## config.mk

```make
export PLATFORM = sky130hd
export DESIGN_NAME = bounded_ordered_list_unit
export DESIGN_NICKNAME = d
export VERILOG_FILES = /design/src/design/bolu_pkg.sv /design/src/design/bolu_ctrl.sv /design/src/design/bolu_datapath.sv /design/src/design/bounded_ordered_list_unit.sv
export VERILOG_INCLUDE_DIRS = /design/src /design/src/design
export SDC_FILE = /design/constraint.sdc
export NUM_CORES = 1
export LEC_CHECK = 0
export BUFFER_PORTS_ARGS = -buffer_cell sky130_fd_sc_hd__buf_2
export CORE_MARGIN = 3
export CORE_UTILIZATION = 45
export CTS_CLUSTER_SIZE = 16
export DETAILED_ROUTE_END_ITERATION = 12
export MAX_ROUTING_LAYER = met4
export PLACE_DENSITY = 0.73
export SETUP_SLACK_MARGIN = 0.1
export SYNTH_ARGS = -nofsm -noshare
export SYNTH_HDL_FRONTEND = slang
export SYNTH_SLANG_ARGS = --single-unit
```

## constraint.sdc

```tcl
create_clock -name clk -period 3 [get_ports clk]
set_clock_uncertainty 0.05 [all_clocks]
set_input_delay 0.9 -clock clk [delete_from_list [all_inputs] [get_ports clk]]
set_output_delay 0.9 -clock clk [all_outputs]
set_load 0.005 [all_outputs]
```

## src/design/bounded_ordered_list_unit_assert.svh

```systemverilog
// assertion macros for the bounded ordered list unit
`ifndef BOUNDED_ORDERED_LIST_UNIT_ASSERT_SVH
`define BOUNDED_ORDERED_LIST_UNIT_ASSERT_SVH
`ifndef SYNTH
`define BOLU_ASSERT_IMPL(label, prop, msg) \
    label: assert property (@(posedge clk) disable iff (!rst_n) prop) else $error(msg);
`define BOLU_ASSERT_NEVER(label, expr, msg) \
    label: assert property (@(posedge clk) disable iff (!rst_n) !(expr)) else $error(msg);
`else
`define BOLU_ASSERT_IMPL(label, prop, msg)
`define BOLU_ASSERT_NEVER(label, expr, msg)
`endif
`endif

```

## src/design/bolu_pkg.sv

```systemverilog
// shared constants and types of the bounded ordered list unit
`default_nettype none
package bolu_pkg;

    localparam int CAPACITY = 8;
    localparam int CNT_W    = $clog2(CAPACITY + 1);
    localparam int COUNT_W  = 4;
    localparam int CMD_W    = 3;
    localparam int LETTER_W = 8;

    typedef logic [CMD_W-1:0]    cmd_t;
    typedef logic [LETTER_W-1:0] letter_t;
    typedef logic [CNT_W-1:0]    fill_t;

    localparam cmd_t CMD_APPEND       = 3'd0;
    localparam cmd_t CMD_INSERT_HEAD  = 3'd1;
    localparam cmd_t CMD_REMOVE_TAIL  = 3'd2;
    localparam cmd_t CMD_REMOVE_HEAD  = 3'd3;
    localparam cmd_t CMD_REMOVE_MATCH = 3'd4;

    typedef struct packed {
        logic load;
        logic exec;
    } dp_ctl_t;

endpackage
`default_nettype wire

```

## src/design/bolu_ctrl.sv

```systemverilog
// controller state machine of the bounded ordered list unit
`default_nettype none
module bolu_ctrl (
    input  wire logic              clk,
    input  wire logic              rst_n,
    input  wire logic              start,
    output logic                   busy,
    output logic                   done,
    output bolu_pkg::dp_ctl_t      ctl
);
    import bolu_pkg::*;

    typedef enum logic {
        S_IDLE,
        S_EXEC
    } state_t;

    state_t state_reg;
    state_t state_next;
    logic   done_reg;
    logic   done_next;

    always_comb
    begin
        state_next = state_reg;
        done_next  = 1'b0;
        case (state_reg)
            S_IDLE:
            begin
                if (start)
                begin
                    state_next = S_EXEC;
                end
            end
            S_EXEC:
            begin
                state_next = S_IDLE;
                done_next  = 1'b1;
            end
            default:
            begin
                state_next = S_IDLE;
            end
        endcase
    end

    always_ff @(posedge clk or negedge rst_n)
    begin
        if (!rst_n)
        begin
            state_reg <= S_IDLE;
            done_reg  <= 1'b0;
        end
        else
        begin
            state_reg <= state_next;
            done_reg  <= done_next;
        end
    end

    assign busy     = (state_reg != S_IDLE);
    assign done     = done_reg;
    assign ctl.load = start && (state_reg == S_IDLE);
    assign ctl.exec = (state_reg == S_EXEC);

endmodule
`default_nettype wire

```

## src/design/bolu_datapath.sv

```systemverilog
// entry cells, fill count and result registers of the bounded ordered list unit
`default_nettype none
module bolu_datapath (
    input  wire logic                          clk,
    input  wire logic                          rst_n,
    input  wire bolu_pkg::dp_ctl_t             ctl,
    input  wire logic [bolu_pkg::CMD_W-1:0]    command,
    input  wire logic [bolu_pkg::LETTER_W-1:0] letter,
    output logic                               ok,
    output logic [bolu_pkg::COUNT_W-1:0]       count,
    output logic                               is_full,
    output logic                               is_empty
);
    import bolu_pkg::*;

    cmd_t    cmd_reg;
    letter_t letter_reg;
    letter_t entries_reg [CAPACITY];
    letter_t entries_next [CAPACITY];
    letter_t above [CAPACITY];
    letter_t below [CAPACITY];
    fill_t   fill_reg;
    fill_t   fill_next;
    logic    ok_reg;
    logic    ok_next;
    logic    full_reg;
    logic    empty_reg;
    logic    full_now;
    logic    empty_now;
    logic    found;
    logic    seen;
    logic [CAPACITY-1:0] hit;
    logic [CAPACITY-1:0] tail_mask;

    assign full_now  = (fill_reg == CNT_W'(CAPACITY));
    assign empty_now = (fill_reg == '0);

    // neighbor taps of each cell
    always_comb
    begin
        below[0]            = letter_reg;
        above[CAPACITY-1]   = entries_reg[CAPACITY-1];
        for (int i = 1; i < CAPACITY; i++)
        begin
            below[i]   = entries_reg[i-1];
            above[i-1] = entries_reg[i];
        end
    end

    // parallel match, cells from the first hit upward close the gap
    always_comb
    begin
        seen = 1'b0;
        for (int i = 0; i < CAPACITY; i++)
        begin
            hit[i]       = (CNT_W'(i) < fill_reg) && (entries_reg[i] == letter_reg);
            seen         = seen | hit[i];
            tail_mask[i] = seen;
        end
        found = seen;
    end

    always_comb
    begin
        fill_next = fill_reg;
        ok_next   = 1'b0;
        for (int i = 0; i < CAPACITY; i++)
        begin
            entries_next[i] = entries_reg[i];
        end
        case (cmd_reg)
            CMD_APPEND:
            begin
                if (!full_now)
                begin
                    for (int i = 0; i < CAPACITY; i++)
                    begin
                        if (CNT_W'(i) == fill_reg)
                        begin
                            entries_next[i] = letter_reg;
                        end
                    end
                    fill_next = fill_reg + 1'b1;
                    ok_next   = 1'b1;
                end
            end
            CMD_INSERT_HEAD:
            begin
                if (!full_now)
                begin
                    for (int i = 0; i < CAPACITY; i++)
                    begin
                        entries_next[i] = below[i];
                    end
                    fill_next = fill_reg + 1'b1;
                    ok_next   = 1'b1;
                end
            end
            CMD_REMOVE_TAIL:
            begin
                if (!empty_now)
                begin
                    fill_next = fill_reg - 1'b1;
                    ok_next   = 1'b1;
                end
            end
            CMD_REMOVE_HEAD:
            begin
                if (!empty_now)
                begin
                    for (int i = 0; i < CAPACITY; i++)
                    begin
                        entries_next[i] = above[i];
                    end
                    fill_next = fill_reg - 1'b1;
                    ok_next   = 1'b1;
                end
            end
            CMD_REMOVE_MATCH:
            begin
                if (found)
                begin
                    for (int i = 0; i < CAPACITY; i++)
                    begin
                        if (tail_mask[i])
                        begin
                            entries_next[i] = above[i];
                        end
                    end
                    fill_next = fill_reg - 1'b1;
                    ok_next   = 1'b1;
                end
            end
            default:
            begin
                fill_next = fill_reg;
            end
        endcase
    end

    always_ff @(posedge clk or negedge rst_n)
    begin
        if (!rst_n)
        begin
            fill_reg <= '0;
        end
        else if (ctl.exec)
        begin
            fill_reg <= fill_next;
        end
    end

    // payload registers
    always_ff @(posedge clk)
    begin
        if (ctl.load)
        begin
            cmd_reg    <= command;
            letter_reg <= letter;
        end
        if (ctl.exec)
        begin
            for (int i = 0; i < CAPACITY; i++)
            begin
                entries_reg[i] <= entries_next[i];
            end
            ok_reg    <= ok_next;
            full_reg  <= (fill_next == CNT_W'(CAPACITY));
            empty_reg <= (fill_next == '0);
        end
    end

    assign ok       = ok_reg;
    assign count    = COUNT_W'(fill_reg);
    assign is_full  = full_reg;
    assign is_empty = empty_reg;

endmodule
`default_nettype wire

```

## src/design/bounded_ordered_list_unit.sv

```systemverilog
// top level of the bounded ordered list unit
//
// holds up to CAPACITY bytes in order, head at position zero
// command channel: a word (command, letter) is taken at a rising edge
// with start high and busy low
// commands: append at tail, insert at head, remove tail, remove head,
// remove first entry equal to letter; unused codes change nothing
// result channel: done is high for exactly one cycle with ok, count,
// is_full and is_empty valid in that same cycle
// the accepting edge moves the controller from idle into execute; done and
// the results are registered at the end of execute, back in idle
// a new word is not taken while busy; the controller holds busy for
// the single execute cycle in which all cells shift or match in parallel
// busy is low again in the done cycle, so start may be taken there
// the receiver cannot stall: a result is gone after its done cycle
// reset clears the fill count and the controller; entry cells are
// not cleared and are never read before being written
`default_nettype none
`include "bounded_ordered_list_unit_assert.svh"
module bounded_ordered_list_unit (
    input  wire logic                          clk,
    input  wire logic                          rst_n,
    input  wire logic                          start,
    output logic                               busy,
    input  wire logic [bolu_pkg::CMD_W-1:0]    command,
    input  wire logic [bolu_pkg::LETTER_W-1:0] letter,
    output logic                               done,
    output logic                               ok,
    output logic [bolu_pkg::COUNT_W-1:0]       count,
    output logic                               is_full,
    output logic                               is_empty
);
    import bolu_pkg::*;

    dp_ctl_t ctl;

    bolu_ctrl u_ctrl (
        .clk   (clk),
        .rst_n (rst_n),
        .start (start),
        .busy  (busy),
        .done  (done),
        .ctl   (ctl)
    );

    bolu_datapath u_datapath (
        .clk      (clk),
        .rst_n    (rst_n),
        .ctl      (ctl),
        .command  (command),
        .letter   (letter),
        .ok       (ok),
        .count    (count),
        .is_full  (is_full),
        .is_empty (is_empty)
    );

    `BOLU_ASSERT_IMPL(a_accept_busy, (start && !busy) |=> busy, "accepted word did not raise busy")
    `BOLU_ASSERT_IMPL(a_busy_done, busy |=> done, "execute cycle not followed by done")
    `BOLU_ASSERT_NEVER(a_done_busy, done && busy, "done while busy")
    `BOLU_ASSERT_NEVER(a_full_empty, done && is_full && is_empty, "full and empty together")

endmodule
`default_nettype wire
```

==> impl_metrics.toml <==
[status]
status = "complete, no violations"

[clock_tree]
cts_buffers = 9
cts_root_buf = "clkbuf_16"
clockBufferDepth = 2
clk_latency_ns = 0.35
clk_pin_slew_ns = 0.06
hold_buffers = 0
cts_tree = "yes"
cts_sinks = 84
cts_htree_levels = 3

[critical_path]
crit_chain = "inv_4 -> ha_1 -> nor2_1 -> o311ai_2 -> nor3_2 -> or4_4 -> o21a_1 -> a311o_1 -> nor4b_2"
cp_max_fo = 6
worstSetupPathType = "reg -> reg"
worstSetupStartpointType = "register"
critPathRequiredTime_ns = 3.11
critPathCaptureType = "register"
slowest_delay_ns = 0.59
crit_arrival_ns = 2.97
cp_slowest_cell = "or4_4"

[yosys]
yosys_register_bits = 84
synth_seq_area_share_pct = 45.42
syn_nets = 525
async_flop_share_pct = 7.143
synth.avg_cell_area_um2 = 10.85
synthCells = 506
synth_top_cell_area_share_pct = 42.68
yosysTopAreaCell = "edfxtp_1"
synthTopCellsByCount = "edfxtp_1, a21oi_1, mux2i_1, o221ai_1, xnor2_1"
synth_edf_count = 78
synth.distinct_cells = 53
synth_area_leaders = "edfxtp_1, mux2i_1, o221ai_1"
ys.warnings.count = 0
synth_area_mm2 = 0.005488
synth_ff_type = "edfxtp_1"
synth_most_common_cell = "edfxtp_1"

[placed_design]
place.gp.congestion = 0.9590
dpl.hpwl_um = 11050
preCtsSetupSlack_ns = 0.04555
placedCellCount = 667
numPortBuffers = 22

[route]
vias_per_cell = 6.654
routed_wl_um = 15600
first_pass_iters = 5
wl_per_cell_um = 22.29
ant_nets = 0
drc = 0
via_count = 4658
drt_iter0_markers = 530

[job]
maxCapViolCount = 0

[layout]
nets = 572
area_growth_pct = 16.85
num_antenna_cells = 0
stdcell_count = 700
fillers = 963
drive_gt1_share_pct = 23.88
largest_register_ffs = 64

[floorplan]
start_util_pct = 47.06
row_count = 39
ios = 23
core-area_mm2 = 0.01166
dieWidth_um = 116.4
dieArea_mm2 = 0.01356
die_h_um = 116.4

[timing]
rsz0062_at_grt = "no"
worstMarginPinSlew_ns = 1.184
max-slew-margin-rel_pct = 21.09
fin_ws_ns = 0.1354
tns_ns = 0
hold_viol_final = 0
min_period_over_period_pct = 95.49
timing.fmax_mhz = 349.1
setup_violations = 0
drv_slew = 0
post-route-min-period_ns = 2.865
holdWs_ns = 0.3161

[power_and_ir_drop]
p_per_area_mw_per_mm2 = 603.9
power_leakage_nw = 2.304
ir_drop_uv = 418.8

[grt]
grt_overflow = 0
grt_pass1_wl_um = 24210
grt_pass1_vias = 4358
grt_max_degree = 46
track_usage_pct = 24.20
antenna_found_initial = 0

[min_path]
hold_class = "in -> async"
report_power, final:
part / switching [W] / internal [W] / total (W) / leakage, nW
clock network: 0.000474 / 0.000641 / 0.00111 / 0.139
registers: 0.000125 / 0.00141 / 0.00154 / 0.797
logic: 0.000707 / 0.000512 / 0.00122 / 1.37
total: 0.00131 / 0.00257 / 0.00387 / 2.30
stage by stage:
step                      instance area, µm²  power [W]  util, %
after floorplan                         5493   0.002241        -
after global placement                  5842   0.002561    50.09
after detailed placement                5842   0.002577    50.09
after CTS                               6146   0.003698    52.70
after global routing                    6412   0.004018    54.98
final                                   6412   0.003873    54.98
critical path, delay by kind of cell, from the launching register on:
| kind | cells | cell delay (ns) |
|---|---|---|
| flip-flops | 1 | 0.48 |
| adder cells (fa/ha/maj) | 1 | 0.19 |
| buffers and inverters | 1 | 0.12 |
| AND/OR/NAND/NOR | 4 | 1.06 |
| AO/OA/AOI/OAI | 3 | 0.78 |
timing repair:
action / in CTS / in global routing
endpoints found under the setup margin: 11 / 52
gates resized for setup: 5 / 26
gates cloned: 0 / 0
pin swaps: 1 / 8
endpoints found under the hold margin: 0 / 0
setup buffers: 0 / 18
layout make-up:
class	count	area, µm²	share of cell area, %
multi-input combinational	380	2929	45.68
sequential	84	2495	38.91
timing repair buffer	73	496.7	7.746
clock buffer	9	225.2	3.512
tap	143	178.9	2.790
clock inverter	6	63.81	0.9951
inverter	5	23.77	0.3707
layer usage:
layer  wire length (µm)  up-vias  global-route usage (%)  part of all wire, %
li1                   -     2061                       -                    -
met4                435        0                   9.435                  2.8
met2               7020      288                   34.29                   45
met5                  0        -                       -                    0
met3               1473       39                   3.627                  9.4
met1               6673     2270                   34.90                   43
layout by cell type (no fill, tap or decap), types with 3 or more instances in the layout:
cell / count
edfxtp_1: 78
a21oi_1: 54
buf_4: 50
mux2i_1: 43
o221ai_1: 43
xnor2_1: 41
nor2_1: 26
nand2_1: 24
xor2_1: 23
buf_2: 22
nor2b_1: 11
mux2_2: 9
a22o_1: 9
nand3_1: 9
clkbuf_16: 9
nand4_1: 7
nor4_1: 7
nor3_1: 6
o22ai_1: 5
o21ai_0: 5
nor4_2: 4
nor3_2: 4
o211ai_1: 4
dfrtp_1: 4
nor2_2: 3
or4_4: 3
final timing paths:
check                                                        from                                      to  slack [ns]  cells past startpoint
setup / recovery                  u_datapath.count[1]$_DFFE_PN0P_           u_datapath.is_empty$_DFFE_PP_        0.14                      9
hold / removal                                              rst_n                   u_ctrl.done$_DFF_PN0_        0.32                      1
setup reg to reg                  u_datapath.count[1]$_DFFE_PN0P_           u_datapath.is_empty$_DFFE_PP_        0.14                      9
hold reg to reg            u_datapath.entries_reg[0][0]$_DFFE_PP_  u_datapath.entries_reg[0][8]$_DFFE_PP_        0.57                      2
max in group asynchronous                                   rst_n         u_datapath.count[1]$_DFFE_PN0P_        2.42                      1
min in group clk           u_datapath.entries_reg[0][0]$_DFFE_PP_  u_datapath.entries_reg[0][8]$_DFFE_PP_        0.57                      2
cell families after synthesis:
kind of cell / synth area share (%)
AOI/OAI and AO/OA: 17.76
xor gates and xnor gates: 10.69
muxes: 9.963
buffers and inverters: 3.807
and+or+nand+nor: 11.22
adders and majority gates: 1.140
DFF: 45.42
Note: power is estimated with default switching activity, not from simulation.
